===== src/sv/msp_pkg.sv =====
`default_nettype none
// ----------------------------------------------------------------------------
// msp_pkg
// Shared types, codes and constants of the sensor poll master.
// ----------------------------------------------------------------------------
package msp_pkg;

  localparam int unsigned REPLY_LENGTH_DEF = 11;
  localparam int unsigned PARSE_BYTES      = 9;   // header (3) + three words (6)
  localparam int unsigned HDR_BYTES        = 3;
  localparam int unsigned FRAME_LEN        = 8;
  localparam int unsigned BEAT_W           = $clog2(FRAME_LEN);
  localparam int unsigned SWEEP_W          = $clog2(PARSE_BYTES + 1);
  localparam int unsigned PADDR_W          = 3;

  localparam logic [15:0] TIMEOUT_RESET = 16'd500;

  // Event codes
  localparam logic [2:0] FUNC_TICK    = 3'd0;
  localparam logic [2:0] FUNC_REQUEST = 3'd1;
  localparam logic [2:0] FUNC_BYTE    = 3'd2;
  localparam logic [2:0] FUNC_STATUS  = 3'd3;
  localparam logic [2:0] FUNC_RESTART = 3'd4;

  // Register index, taken from paddr bit 2
  localparam logic REG_TIMEOUT = 1'b0;

  // Reply header
  localparam logic [7:0] HDR_ADDR  = 8'h01;
  localparam logic [7:0] HDR_FUNC  = 8'h03;
  localparam logic [7:0] HDR_BCNT  = 8'h06;

  typedef struct packed {
    logic [2:0] func;
    logic [7:0] rx_byte;
    logic       tx_refused;
  } in_item_t;

  typedef struct packed {
    logic        tx_valid;
    logic [7:0]  tx_byte;
    logic        last;
    logic [2:0]  fsm_state;
    logic        data_ok;
    logic [15:0] humidity_tenths;
    logic [15:0] temperature_tenths;
    logic [15:0] conductivity;
  } out_item_t;

  // One queued result descriptor; a burst expands into the request frame
  typedef struct packed {
    logic             burst;
    logic [2:0]       fsm_state;
    logic             data_ok;
    logic [2:0][15:0] words;
  } res_desc_t;

  // Status of the reply sweep
  typedef struct packed {
    logic             done;
    logic             hdr_ok;
    logic [2:0][15:0] words;
  } reply_sum_t;

  function automatic logic [7:0] frame_byte(input logic [BEAT_W-1:0] idx);
    logic [7:0] b;
    case (idx)
      3'd0:    b = 8'h01;
      3'd1:    b = 8'h03;
      3'd2:    b = 8'h00;
      3'd3:    b = 8'h00;
      3'd4:    b = 8'h00;
      3'd5:    b = 8'h03;
      3'd6:    b = 8'h05;
      3'd7:    b = 8'hCB;
      default: b = 8'h00;
    endcase
    return b;
  endfunction

  function automatic logic [7:0] hdr_byte(input logic [SWEEP_W-1:0] idx);
    logic [7:0] b;
    case (idx)
      4'd0:    b = HDR_ADDR;
      4'd1:    b = HDR_FUNC;
      default: b = HDR_BCNT;
    endcase
    return b;
  endfunction

endpackage
`default_nettype wire


===== src/sv/msp_ram.sv =====
`default_nettype none
// ----------------------------------------------------------------------------
// msp_ram
// Generic single-write, single-read RAM with registered read data.
// ----------------------------------------------------------------------------
module msp_ram #(
  parameter int unsigned WIDTH = 8,
  parameter int unsigned DEPTH = 16
) (
  input  wire logic                     clk_i,
  input  wire logic                     we_i,
  input  wire logic [$clog2(DEPTH)-1:0] waddr_i,
  input  wire logic [WIDTH-1:0]         wdata_i,
  input  wire logic                     re_i,
  input  wire logic [$clog2(DEPTH)-1:0] raddr_i,
  output      logic [WIDTH-1:0]         rdata_o
);

  logic [WIDTH-1:0] mem_q [DEPTH];

  always_ff @(posedge clk_i) begin
    if (we_i) begin
      mem_q[waddr_i] <= wdata_i;
    end
    if (re_i) begin
      rdata_o <= mem_q[raddr_i];
    end
  end

endmodule
`default_nettype wire


===== src/sv/msp_reply.sv =====
`default_nettype none
// ----------------------------------------------------------------------------
// msp_reply
// Reply byte buffer and header/word sweep over it once the reply is full.
// ----------------------------------------------------------------------------
module msp_reply #(
  parameter int unsigned REPLY_LENGTH = 11
) (
  input  wire logic                            clk_i,
  input  wire logic                            rst_ni,
  input  wire logic                            wr_en_i,
  input  wire logic [$clog2(REPLY_LENGTH)-1:0] wr_addr_i,
  input  wire logic [7:0]                      wr_data_i,
  input  wire logic                            start_i,
  input  wire logic                            abort_i,
  output      msp_pkg::reply_sum_t             sum_o
);
  import msp_pkg::*;

  localparam int unsigned AW = $clog2(REPLY_LENGTH);

  logic               busy_q, busy_d;
  logic               done_q, done_d;
  logic [SWEEP_W-1:0] iss_q, iss_d;
  logic               ret_v_q, ret_v_d;
  logic [SWEEP_W-1:0] ret_idx_q;
  logic               hdr_ok_q, hdr_ok_d;
  logic [47:0]        words_q, words_d;
  logic               rd_en;
  logic [7:0]         rd_data;

  assign rd_en = busy_q && (iss_q != SWEEP_W'(PARSE_BYTES));

  msp_ram #(
    .WIDTH(8),
    .DEPTH(REPLY_LENGTH)
  ) u_buf (
    .clk_i  (clk_i),
    .we_i   (wr_en_i),
    .waddr_i(wr_addr_i),
    .wdata_i(wr_data_i),
    .re_i   (rd_en),
    .raddr_i(AW'(iss_q)),
    .rdata_o(rd_data)
  );

  always_comb begin
    busy_d   = busy_q;
    done_d   = done_q;
    iss_d    = iss_q;
    ret_v_d  = rd_en;
    hdr_ok_d = hdr_ok_q;
    words_d  = words_q;
    if (rd_en) begin
      iss_d = iss_q + SWEEP_W'(1);
    end
    if (busy_q && !rd_en) begin
      busy_d = 1'b0;
    end
    // fold returned bytes into the header check or the word register
    if (ret_v_q) begin
      if (ret_idx_q < SWEEP_W'(HDR_BYTES)) begin
        hdr_ok_d = hdr_ok_q && (rd_data == hdr_byte(ret_idx_q));
      end else begin
        words_d = {words_q[39:0], rd_data};
      end
      if (ret_idx_q == SWEEP_W'(PARSE_BYTES - 1)) begin
        done_d = 1'b1;
      end
    end
    if (start_i) begin
      busy_d   = 1'b1;
      done_d   = 1'b0;
      iss_d    = '0;
      hdr_ok_d = 1'b1;
    end
    if (abort_i) begin
      busy_d  = 1'b0;
      done_d  = 1'b0;
      ret_v_d = 1'b0;
    end
  end

  always_ff @(posedge clk_i or negedge rst_ni) begin
    if (!rst_ni) begin
      busy_q  <= 1'b0;
      done_q  <= 1'b0;
      iss_q   <= '0;
      ret_v_q <= 1'b0;
    end else begin
      busy_q  <= busy_d;
      done_q  <= done_d;
      iss_q   <= iss_d;
      ret_v_q <= ret_v_d;
    end
  end

  always_ff @(posedge clk_i) begin
    ret_idx_q <= iss_q;
    hdr_ok_q  <= hdr_ok_d;
    words_q   <= words_d;
  end

  assign sum_o.done     = done_q;
  assign sum_o.hdr_ok   = hdr_ok_q;
  assign sum_o.words[0] = words_q[47:32];
  assign sum_o.words[1] = words_q[31:16];
  assign sum_o.words[2] = words_q[15:0];

endmodule
`default_nettype wire


===== src/sv/msp_tx.sv =====
`default_nettype none
// ----------------------------------------------------------------------------
// msp_tx
// Two-entry result queue; a burst entry expands into the request frame.
// ----------------------------------------------------------------------------
module msp_tx (
  input  wire logic                clk_i,
  input  wire logic                rst_ni,
  input  wire logic                push_i,
  input  wire msp_pkg::res_desc_t  desc_i,
  output      logic                full_o,
  output      logic                out_valid_o,
  input  wire logic                out_stall_i,
  output      msp_pkg::out_item_t  out_data_o
);
  import msp_pkg::*;

  res_desc_t         ent_q [2];
  logic              head_q;
  logic [1:0]        cnt_q;
  logic [BEAT_W-1:0] beat_q;
  res_desc_t         head;
  logic              is_last;
  logic              xfer;
  logic              pop;
  logic              tail;

  assign head    = ent_q[head_q];
  assign is_last = !head.burst || (beat_q == BEAT_W'(FRAME_LEN - 1));
  assign xfer    = out_valid_o && !out_stall_i;
  assign pop     = xfer && is_last;
  assign tail    = head_q ^ (cnt_q == 2'd1);

  assign out_valid_o = (cnt_q != 2'd0);
  assign full_o      = (cnt_q == 2'd2);

  always_comb begin
    out_data_o.tx_valid           = head.burst;
    out_data_o.tx_byte            = head.burst ? frame_byte(beat_q) : 8'h00;
    out_data_o.last               = is_last;
    out_data_o.fsm_state          = head.fsm_state;
    out_data_o.data_ok            = head.data_ok;
    out_data_o.humidity_tenths    = head.words[0];
    out_data_o.temperature_tenths = head.words[1];
    out_data_o.conductivity       = head.words[2];
  end

  always_ff @(posedge clk_i or negedge rst_ni) begin
    if (!rst_ni) begin
      head_q <= 1'b0;
      cnt_q  <= 2'd0;
      beat_q <= '0;
    end else begin
      // advance through the frame, drop the entry on its final transfer
      if (pop) begin
        head_q <= ~head_q;
        beat_q <= '0;
      end else if (xfer) begin
        beat_q <= beat_q + BEAT_W'(1);
      end
      cnt_q <= cnt_q + {1'b0, push_i} - {1'b0, pop};
    end
  end

  always_ff @(posedge clk_i) begin
    if (push_i) begin
      ent_q[tail] <= desc_i;
    end
  end

endmodule
`default_nettype wire


===== src/sv/modbus_sensor_poll_fsm_top.sv =====
`default_nettype none
// ----------------------------------------------------------------------------
// modbus_sensor_poll_fsm_top
// Modbus RTU read-holding-registers master that polls one sensor.
// ----------------------------------------------------------------------------
// Usage:
//   Input channel (in_valid_i / in_stall_o / in_data_i) carries one event per
//   transfer: tick, poll request, received byte, status read or restart.
//   Output channel (out_valid_o / out_stall_i / out_data_o) returns results:
//   eight transfers (the request frame, last on the eighth) for a tick that
//   sends, one transfer for every other event.
//   The result of an event is registered into the result queue when its input
//   transfers and offered once it reaches the head. Throughput is one event
//   per cycle while the queue has room and no parse waits on the sweep.
//   A two-entry result queue sits between the sides, so input keeps flowing
//   while a result waits; when the receiver stalls, the queue fills and
//   in_stall_o rises until an entry drains.
//   Reply bytes sit in a small RAM. Once the reply is complete a sweep reads
//   the nine header/data bytes; any event that arrives in the parsing phase
//   before the sweep finishes is held by in_stall_o.
//   Reset leaves the master idle with cleared readings, timeout at 500.
//   timeout_ticks is written over the APB port at byte address 0.
// ----------------------------------------------------------------------------
module modbus_sensor_poll_fsm_top #(
  parameter int unsigned REPLY_LENGTH = msp_pkg::REPLY_LENGTH_DEF
) (
  input  wire logic                          clk_i,
  input  wire logic                          rst_ni,
  input  wire logic                          in_valid_i,
  output      logic                          in_stall_o,
  input  wire msp_pkg::in_item_t             in_data_i,
  output      logic                          out_valid_o,
  input  wire logic                          out_stall_i,
  output      msp_pkg::out_item_t            out_data_o,
  input  wire logic                          psel,
  input  wire logic                          penable,
  input  wire logic                          pwrite,
  input  wire logic [msp_pkg::PADDR_W-1:0]   paddr,
  input  wire logic [31:0]                   pwdata,
  output      logic [31:0]                   prdata,
  output      logic                          pready
);
  import msp_pkg::*;

  localparam int unsigned AW = $clog2(REPLY_LENGTH);
  localparam int unsigned CW = $clog2(REPLY_LENGTH + 1);

  typedef enum logic [2:0] {
    PH_INIT  = 3'd0,
    PH_IDLE  = 3'd1,
    PH_REQ   = 3'd2,
    PH_WAIT  = 3'd3,
    PH_PARSE = 3'd4,
    PH_DONE  = 3'd5,
    PH_ERR   = 3'd6
  } phase_e;

  phase_e           phase_q, phase_d;
  logic [CW-1:0]    count_q, count_d;
  logic [15:0]      wait_q, wait_d;
  logic             valid_q, valid_d;
  logic [2:0][15:0] rd_q, rd_d;
  logic [15:0]      timeout_q;

  logic             acc;
  logic             queue_full;
  logic             push;
  res_desc_t        desc;
  reply_sum_t       sum;
  logic             wr_en;
  logic             sweep_start;
  logic             sweep_abort;
  logic [CW-1:0]    cnt_inc;
  logic [15:0]      wait_inc;
  logic             cfg_wr;

  // Hold input while the queue is full or a parse waits on the sweep
  assign in_stall_o = queue_full || ((phase_q == PH_PARSE) && !sum.done);
  assign acc        = in_valid_i && !in_stall_o;
  assign push       = acc;

  assign cnt_inc  = count_q + CW'(1);
  assign wait_inc = (wait_q != 16'hFFFF) ? (wait_q + 16'd1) : wait_q;

  // Configuration port
  assign pready = 1'b1;
  assign cfg_wr = psel && penable && pwrite && (paddr[2] == REG_TIMEOUT);
  assign prdata = (paddr[2] == REG_TIMEOUT) ? {16'h0000, timeout_q} : 32'h0;

  always_comb begin
    phase_d     = phase_q;
    count_d     = count_q;
    wait_d      = wait_q;
    valid_d     = valid_q;
    rd_d        = rd_q;
    wr_en       = 1'b0;
    sweep_start = 1'b0;
    sweep_abort = 1'b0;
    desc.burst  = 1'b0;

    if (acc) begin
      case (in_data_i.func)
        FUNC_TICK: begin
          case (phase_q)
            PH_INIT: begin
              valid_d = 1'b0;
              count_d = '0;
              phase_d = PH_IDLE;
            end
            PH_REQ: begin
              if (in_data_i.tx_refused) begin
                phase_d = PH_ERR;
              end else begin
                // send the frame, restart reply collection
                wait_d      = '0;
                count_d     = '0;
                phase_d     = PH_WAIT;
                desc.burst  = 1'b1;
                sweep_abort = 1'b1;
              end
            end
            PH_WAIT: begin
              if (count_q >= CW'(REPLY_LENGTH)) begin
                phase_d = PH_PARSE;
              end else begin
                wait_d = wait_inc;
                if (wait_inc >= timeout_q) begin
                  phase_d = PH_ERR;
                end
              end
            end
            PH_PARSE: begin
              if (sum.hdr_ok) begin
                rd_d    = sum.words;
                valid_d = 1'b1;
                phase_d = PH_DONE;
              end else begin
                phase_d = PH_ERR;
              end
            end
            PH_ERR: begin
              phase_d = PH_INIT;
            end
            default: begin
            end
          endcase
        end
        FUNC_REQUEST: begin
          if (phase_q inside {PH_IDLE, PH_DONE}) begin
            phase_d = PH_REQ;
          end
        end
        FUNC_BYTE: begin
          if ((phase_q == PH_WAIT) && (count_q < CW'(REPLY_LENGTH))) begin
            wr_en   = 1'b1;
            count_d = cnt_inc;
            if (cnt_inc == CW'(REPLY_LENGTH)) begin
              sweep_start = 1'b1;
            end
          end
        end
        FUNC_STATUS: begin
          if (phase_q == PH_DONE) begin
            phase_d = PH_IDLE;
          end
        end
        FUNC_RESTART: begin
          count_d = '0;
          phase_d = PH_INIT;
        end
        default: begin
        end
      endcase
    end

    // A status read reports the phase it saw; everything else the new one
    desc.fsm_state = (in_data_i.func == FUNC_STATUS) ? phase_q : phase_d;
    desc.data_ok   = valid_d;
    desc.words     = rd_d;
  end

  always_ff @(posedge clk_i or negedge rst_ni) begin
    if (!rst_ni) begin
      phase_q   <= PH_IDLE;
      count_q   <= '0;
      wait_q    <= '0;
      valid_q   <= 1'b0;
      rd_q      <= '0;
      timeout_q <= TIMEOUT_RESET;
    end else begin
      phase_q <= phase_d;
      count_q <= count_d;
      wait_q  <= wait_d;
      valid_q <= valid_d;
      rd_q    <= rd_d;
      if (cfg_wr) begin
        timeout_q <= pwdata[15:0];
      end
    end
  end

  msp_reply #(
    .REPLY_LENGTH(REPLY_LENGTH)
  ) u_reply (
    .clk_i    (clk_i),
    .rst_ni   (rst_ni),
    .wr_en_i  (wr_en),
    .wr_addr_i(AW'(count_q)),
    .wr_data_i(in_data_i.rx_byte),
    .start_i  (sweep_start),
    .abort_i  (sweep_abort),
    .sum_o    (sum)
  );

  msp_tx u_tx (
    .clk_i      (clk_i),
    .rst_ni     (rst_ni),
    .push_i     (push),
    .desc_i     (desc),
    .full_o     (queue_full),
    .out_valid_o(out_valid_o),
    .out_stall_i(out_stall_i),
    .out_data_o (out_data_o)
  );

endmodule
`default_nettype wire


===== config.mk =====
export PLATFORM = sky130hd
export DESIGN_NAME = modbus_sensor_poll_fsm_top
export DESIGN_NICKNAME = d
export VERILOG_FILES = /design/src/sv/msp_pkg.sv /design/src/sv/msp_ram.sv /design/src/sv/msp_reply.sv /design/src/sv/msp_tx.sv /design/src/sv/modbus_sensor_poll_fsm_top.sv
export SDC_FILE = /design/constraint.sdc
export NUM_CORES = 1
export LEC_CHECK = 0
export ABC_AREA = 1
export BUFFER_PORTS_ARGS = -buffer_cell sky130_fd_sc_hd__clkbuf_2
export CAP_MARGIN = 10
export CORE_UTILIZATION = 25
export DETAILED_ROUTE_END_ITERATION = 16
export GPL_TIMING_DRIVEN = 0
export PLACE_DENSITY_LB_ADDON = 0.2
export SYNTH_ARGS = -nofsm -noshare
export SYNTH_HDL_FRONTEND = slang
export SYNTH_SLANG_ARGS = --single-unit

===== constraint.sdc =====
create_clock -name clk_i -period 8.35 [get_ports clk_i]
set_input_delay 2.0875 -clock clk_i [delete_from_list [all_inputs] [get_ports clk_i]]
set_output_delay 2.0875 -clock clk_i [all_outputs]
set_load 0.03 [all_outputs]

* After elaboration in Yosys (flattened, before gate mapping)
Memory sizes are Yosys's and may differ from the RTL's. A register that Yosys moved wholly into a read port is not among the register bits.
Index checks and enable logic that the tools add are counted.
** Storage, ports and cells
- Word-level logic and storage cells :: 152
- RAM bits :: 194
- Bits in read-only memories :: 48
- Memories kept :: 3
- Register bits after elaboration :: 154
- Output and inout bits :: 97
- Bits of input ports :: 54
** Memory list
- u_tx.ent_q :: words 2, bits a word 53, rd ports 1, clocked after Yosys merged registers in 0, write ports 1, line msp_tx.sv:18 : res_desc_t ent_q [2];
- u_reply.u_buf.mem_q :: words 11, bits a word 8, rd ports 1, clocked after Yosys merged registers in 1, write ports 1, line msp_ram.sv:19 : logic [WIDTH-1:0] mem_q [DEPTH];
- (name not given) :: words 8, bits a word 6, rd ports 1, clocked after Yosys merged registers in 0, write ports 0, line msp_pkg.sv:67 : case (idx)
** Cells by class
- $add $sub $neg :: 6
- Muxes and demuxes :: 58
- Bitwise logic cells :: 4
- $lt $le $gt $ge :: 4
- Eq/ne operators :: 24
- Reduce and logical (&&, ||, !) cells :: 35
** Operator list (count)
- 2-to-1 mux 48 bit :: 4
- 2-to-1 mux 16 bit :: 4
- case mux 16 bit (2 select lines) :: 1
- 2-to-1 mux 3 bit :: 9
- 2-to-1 mux 1 bit :: 26
- 2-to-1 mux 8 bit :: 3
- adder 16 x 1 -> 16 bit (second input constant) :: 1
- >= comparator 16 bit :: 1
- 2-to-1 mux 4 bit :: 4
- != test 16 bit (second input constant) :: 1
- == test 3 bit (second input constant) :: 5
- case mux 3 bit (5 select lines) :: 1
- == test 3 x 2 -> 1 bit (second input constant) :: 4
- case mux 3 bit (4 select lines) :: 1
- case mux 4 bit (3 select lines) :: 1
- nonzero test 3 bit :: 4
- logical AND 1 bit :: 11
- AND reduction 5 bit :: 2
- nonzero test 2 bit :: 5
- adder 4 x 1 -> 4 bit (second input constant) :: 2
- == test 4 bit (second input constant) :: 2
- == test 8 bit :: 1
- case mux 4 bit (2 select lines) :: 1
- == test 3 x 1 -> 1 bit (second input constant) :: 2
- other kinds (23) :: 35

* Longest topological paths before layout
- Depth after elaboration :: 9
- Gate-level depth with buffers :: 24
- Depth with buffers taken out :: 24

* By module
A second synthesis with hierarchy kept.
** Second synthesis, totals
- Cells, all modules :: 1323
- Area, all modules :: 15143.3 um^2
** By module, submodules not included
- modbus_sensor_poll_fsm_top :: sequential area each 2210.9 um^2, cells each 513, area an instance 4754.6 um^2, times used 1
- msp_tx :: sequential area each 3333.2 um^2, cells each 338, area an instance 4337.9 um^2, times used 1
- msp_ram :: sequential area each 2882.8 um^2, cells each 354, area an instance 4032.6 um^2, times used 1
- msp_reply :: sequential area each 1716.6 um^2, cells each 118, area an instance 2018.2 um^2, times used 1

* Worst setup path after synthesis
Ideal clock, no wire load.
- Path type :: input -> register
- Start :: input port in_valid_i
- End :: memory u_tx.ent_q[0][0] in the netlist's numbering, enable pin
- Data required time :: 7.886 ns
- Data arrival time :: 4.575 ns
- Path buffers :: 0
- Library setup time :: 0.464 ns
- Stages on the path :: 4
- Path slack :: 3.312 ns
- Cell sequence :: inv_1 nor2_4 inv_2 nor2_1
** Between the ends
- Longest elaborated chain between the ends :: 3
** Ends and longest elaborated chain
- start: declaration :: line modbus_sensor_poll_fsm_top.sv:29 : input wire logic in_valid_i,
- logical AND 1 bit :: line modbus_sensor_poll_fsm_top.sv:79 : assign acc = in_valid_i && !in_stall_o;
- 2-to-1 mux 1 bit :: line msp_tx.sv:66 : if (push_i) begin
- 2-to-1 mux 1 bit (implied by the code) :: line msp_tx.sv:67 : ent_q[tail] <= desc_i;
- end: declaration :: line msp_tx.sv:18
Every way passes these cells.

* Worst setup path after layout
- Start :: input port paddr[2] in the netlist's numbering
- End :: output port prdata[14]
** Between the ends
- Longest elaborated chain between the ends :: 1
** Ends and longest elaborated chain
- start: declaration :: line modbus_sensor_poll_fsm_top.sv:38 : input wire logic [msp_pkg::PADDR_W-1:0] paddr,
- 2-to-1 mux 16 bit :: line modbus_sensor_poll_fsm_top.sv:88 : assign prdata = (paddr[2] == REG_TIMEOUT) ? {16'h0000, timeout_q} : 32'h0;
- end: declaration :: line modbus_sensor_poll_fsm_top.sv:40 : output logic [31:0] prdata,
Every way passes these cells.

==> run metrics <==
outcome finished, final reports clean; # clock sinks 356; Die X-Extent 244.2 um; Reg-to-Reg End u_tx.ent_q[0][49]$_DFFE_PP_; hold path depth 0; io pins 151; Synth Area in Adders 2.560%; Post-CTS Setup Bufs 0; Final Hold Fails 0; R2R Path Start wait_q[0]$_DFFE_PN0P_; hold buffers post-CTS 0; post-route ant nets 0; Vias/cell 4.212; Synth Cell Area 14670 um2; CTS tree built; worst hold path type reg2reg; number of synthesized register bits 356; largest net degree at the start of global routing 83; first-iteration detailed-routing DRC count 541; Layout Skew 0.02060 ns; simple-gate area share of the yosys netlist 12.08%; Post-Layout Inst Area 17760 um2; fraction of layout cells with a size suffix above 1 18.83%; Post-Route WL 34050 um; Hold Startpoint u_reply.iss_q[3]$_DFFE_PN0P_; post-synthesis compound-gate area fraction 6.126%; Rows 88; max frequency 0.1944 GHz; Synth Warn # 0; first-pass GRT wire length 52580 um; Worst Max-Slew Pin Slew 0.9994 ns; RSZ-0062 raised after global routing no; Total GRT Usage 11.41%; initial antenna violation count 0; met3 usage 1.942%; worst path arrival time 3.06 ns; crit path launch type input pin; count leader, synth nand2_1; DP Area 16430 um2; multiplexer area fraction after synthesis 4.198%; CTS H-tree depth 2; Detailed Routing Iterations Pass 1 5; antenna cells 0; Clock Tree Buf Depth 3; maxcap violations 0; met1 usage 15.15%; area of the core 57810 um2; synth cell count leaders nand2_1 (268), edfxtp_1 (250), nor2_1 (111); cell count after synthesis 1206; drc violations 0; Synth top area share 51.19%; Final setup viols 0; Die Height 244.2 um; WP data required 6.26 ns; CTS resizes 0; WHS Endpoint u_reply.ret_idx_q[3]$_DFF_P_; clock root buffer clkbuf_16; Post-synth EDFFs 250; hpwl dp 23150 um; GRT overflow 0; Post-synth ARST share 28.37%; Leakage 0.007505 uW; Max-slew headroom 33.12%; critical path class in2out; period utilization 61.60%; clock slew at reported path FFs 0.06 ns; largest family of logic cells by synthesized area simple AND/OR/NAND/NOR gates; Power Density 353.5 nW/um2; syn_area_per_cell 12.16 um2; gr busiest metal met2; Die Area 59630 um2; final slew viol count 0; Synth Flop Type edfxtp_1; setup TNS 0 ns; total number of vias 9194; worst slack at placement 3.221 ns; area grow syn2layout 21.09%; maximum vdd drop 0.2162 mV; Synth Area in XOR/XNOR 1.015%; number of CTS-inserted buffers 41; Setup crit end kind output port; PortBufs 112; nets@finish 1470; Yosys cell types 43; Worst-Skew Late Latency 0.55 ns; Seq/Total Area, Yosys 69.17%; critical path fanouts, max 10; Placer Congestion 0.7799; area leader, netlist edfxtp_1; Initial Util 25.37%; Worst Reg2Reg Path Length in Cells 19; worst setup margin 3.207 ns; vias in the first global route 9045; top post-synthesis cells by area edfxtp_1 (51%), dfrtp_1 (16%), nand2_1 (6.9%); GR Util met2 18.87%; wire per inst 15.60 um; min Tclk post-route 5.143 ns; r2r setup slk 4.65 ns
cells in the final DEF, fill, tap and decap left out, types with 15 or more instances in the layout:
| cell | n |
|---|---|
| dfrtp_1 | 94 |
| inv_1 | 94 |
| edfxtp_1 | 250 |
| nor2_1 | 108 |
| buf_4 | 23 |
| conb_1 | 19 |
| a21oi_1 | 32 |
| clkbuf_16 | 42 |
| nand3_1 | 30 |
| o22ai_1 | 15 |
| mux2_2 | 20 |
| clkbuf_2 | 111 |
| xor2_1 | 15 |
| mux2_4 | 20 |
| clkbuf_1 | 46 |
| nand2_1 | 268 |
| o21ai_0 | 72 |
| ha_1 | 30 |
layer usage:
layer / up-vias / part of all wire (%)
met5: - / 0
met2: 154 / 47
met3: 53 / 3.6
met1: 4524 / 47
li1: 4463 / -
met4: 0 / 2.3
kinds of logic after synthesis:
kind of cell / after synthesis
other: 2
AOI/OAI and AO/OA: 156
xor gates and xnor gates: 17
DFF: 356
and+or+nand+nor: 439
buffers and inverters: 158
muxes: 48
adders and majority gates: 30
worst max-delay path: stages:
cell and delay [ns]:
clkbuf_1 0.28, clkbuf_1 0.38, nor2_1 0.10, clkbuf_2 0.20
metrics by stage:
stage | power (uW) | util (%) | cells | hold WS, ns
after floorplan | 3821 | - | 1223 | 0.3454
after global placement | 4529 | 28.11 | 2100 | 0.3534
after detailed placement | 4594 | 28.42 | 2108 | 0.3524
after CTS | 6396 | 30.72 | 2183 | 0.3657
after global routing | 6671 | 30.72 | 2183 | 0.3705
final | 6277 | 30.72 | 2183 | 0.3632
flip-flops by register name, summed over array words and instances, names as in the netlist, 2 cells and up:
| name | count |
|---|---|
| u_tx.ent_q | 106 |
| u_reply.u_buf.mem_q | 88 |
| rd_q | 48 |
| u_reply.words_q | 48 |
| timeout_q | 16 |
| wait_q | 16 |
| u_reply.u_buf.rdata_o | 8 |
| count_q | 4 |
| u_reply.iss_q | 4 |
| u_reply.ret_idx_q | 4 |
| phase_q | 3 |
| u_tx.beat_q | 3 |
| u_tx.cnt_q | 2 |
power breakdown:
| part | internal [uW] | leakage (uW) | switching (uW) |
|---|---|---|---|
| Clock | 1060 | 0.000647 | 711 |
| Combinational | 547 | 0.00321 | 1460 |
| Sequential | 2340 | 0.00365 | 154 |
layout make-up:
type                    count  area [um2]
plain buffers              62       344.1
clock buffers              60        1159
clock inverters            15       168.9
fillers                  5882       40050
inverters                  96       360.3
multi-input cells         709        3909
flip-flops and latches    356       10140
well taps                 765       957.2
repair buffers            120       716.9
how the worst max path moves through the flow:
| stage | startpoint | endpoint | slack (ns) | depth (start not counted) |
|---|---|---|---|---|
| 2_1_floorplan | in_valid_i | u_tx.ent_q[0][0]$_DFFE_PP_ | 3.31 | 4 |
| 3_3_place_gp | in_valid_i | u_tx.ent_q[1][37]$_DFFE_PP_ | 1.27 | 5 |
| 3_5_place_dp | paddr[2] | prdata[14] | 3.22 | 4 |
| 4_1_cts | paddr[2] | prdata[14] | 3.22 | 4 |
| 5_1_grt | paddr[2] | prdata[9] | 3.11 | 4 |
| 6_report | paddr[2] | prdata[14] | 3.21 | 4 |
No activity file was read; power rests on OpenSTA's default activity.
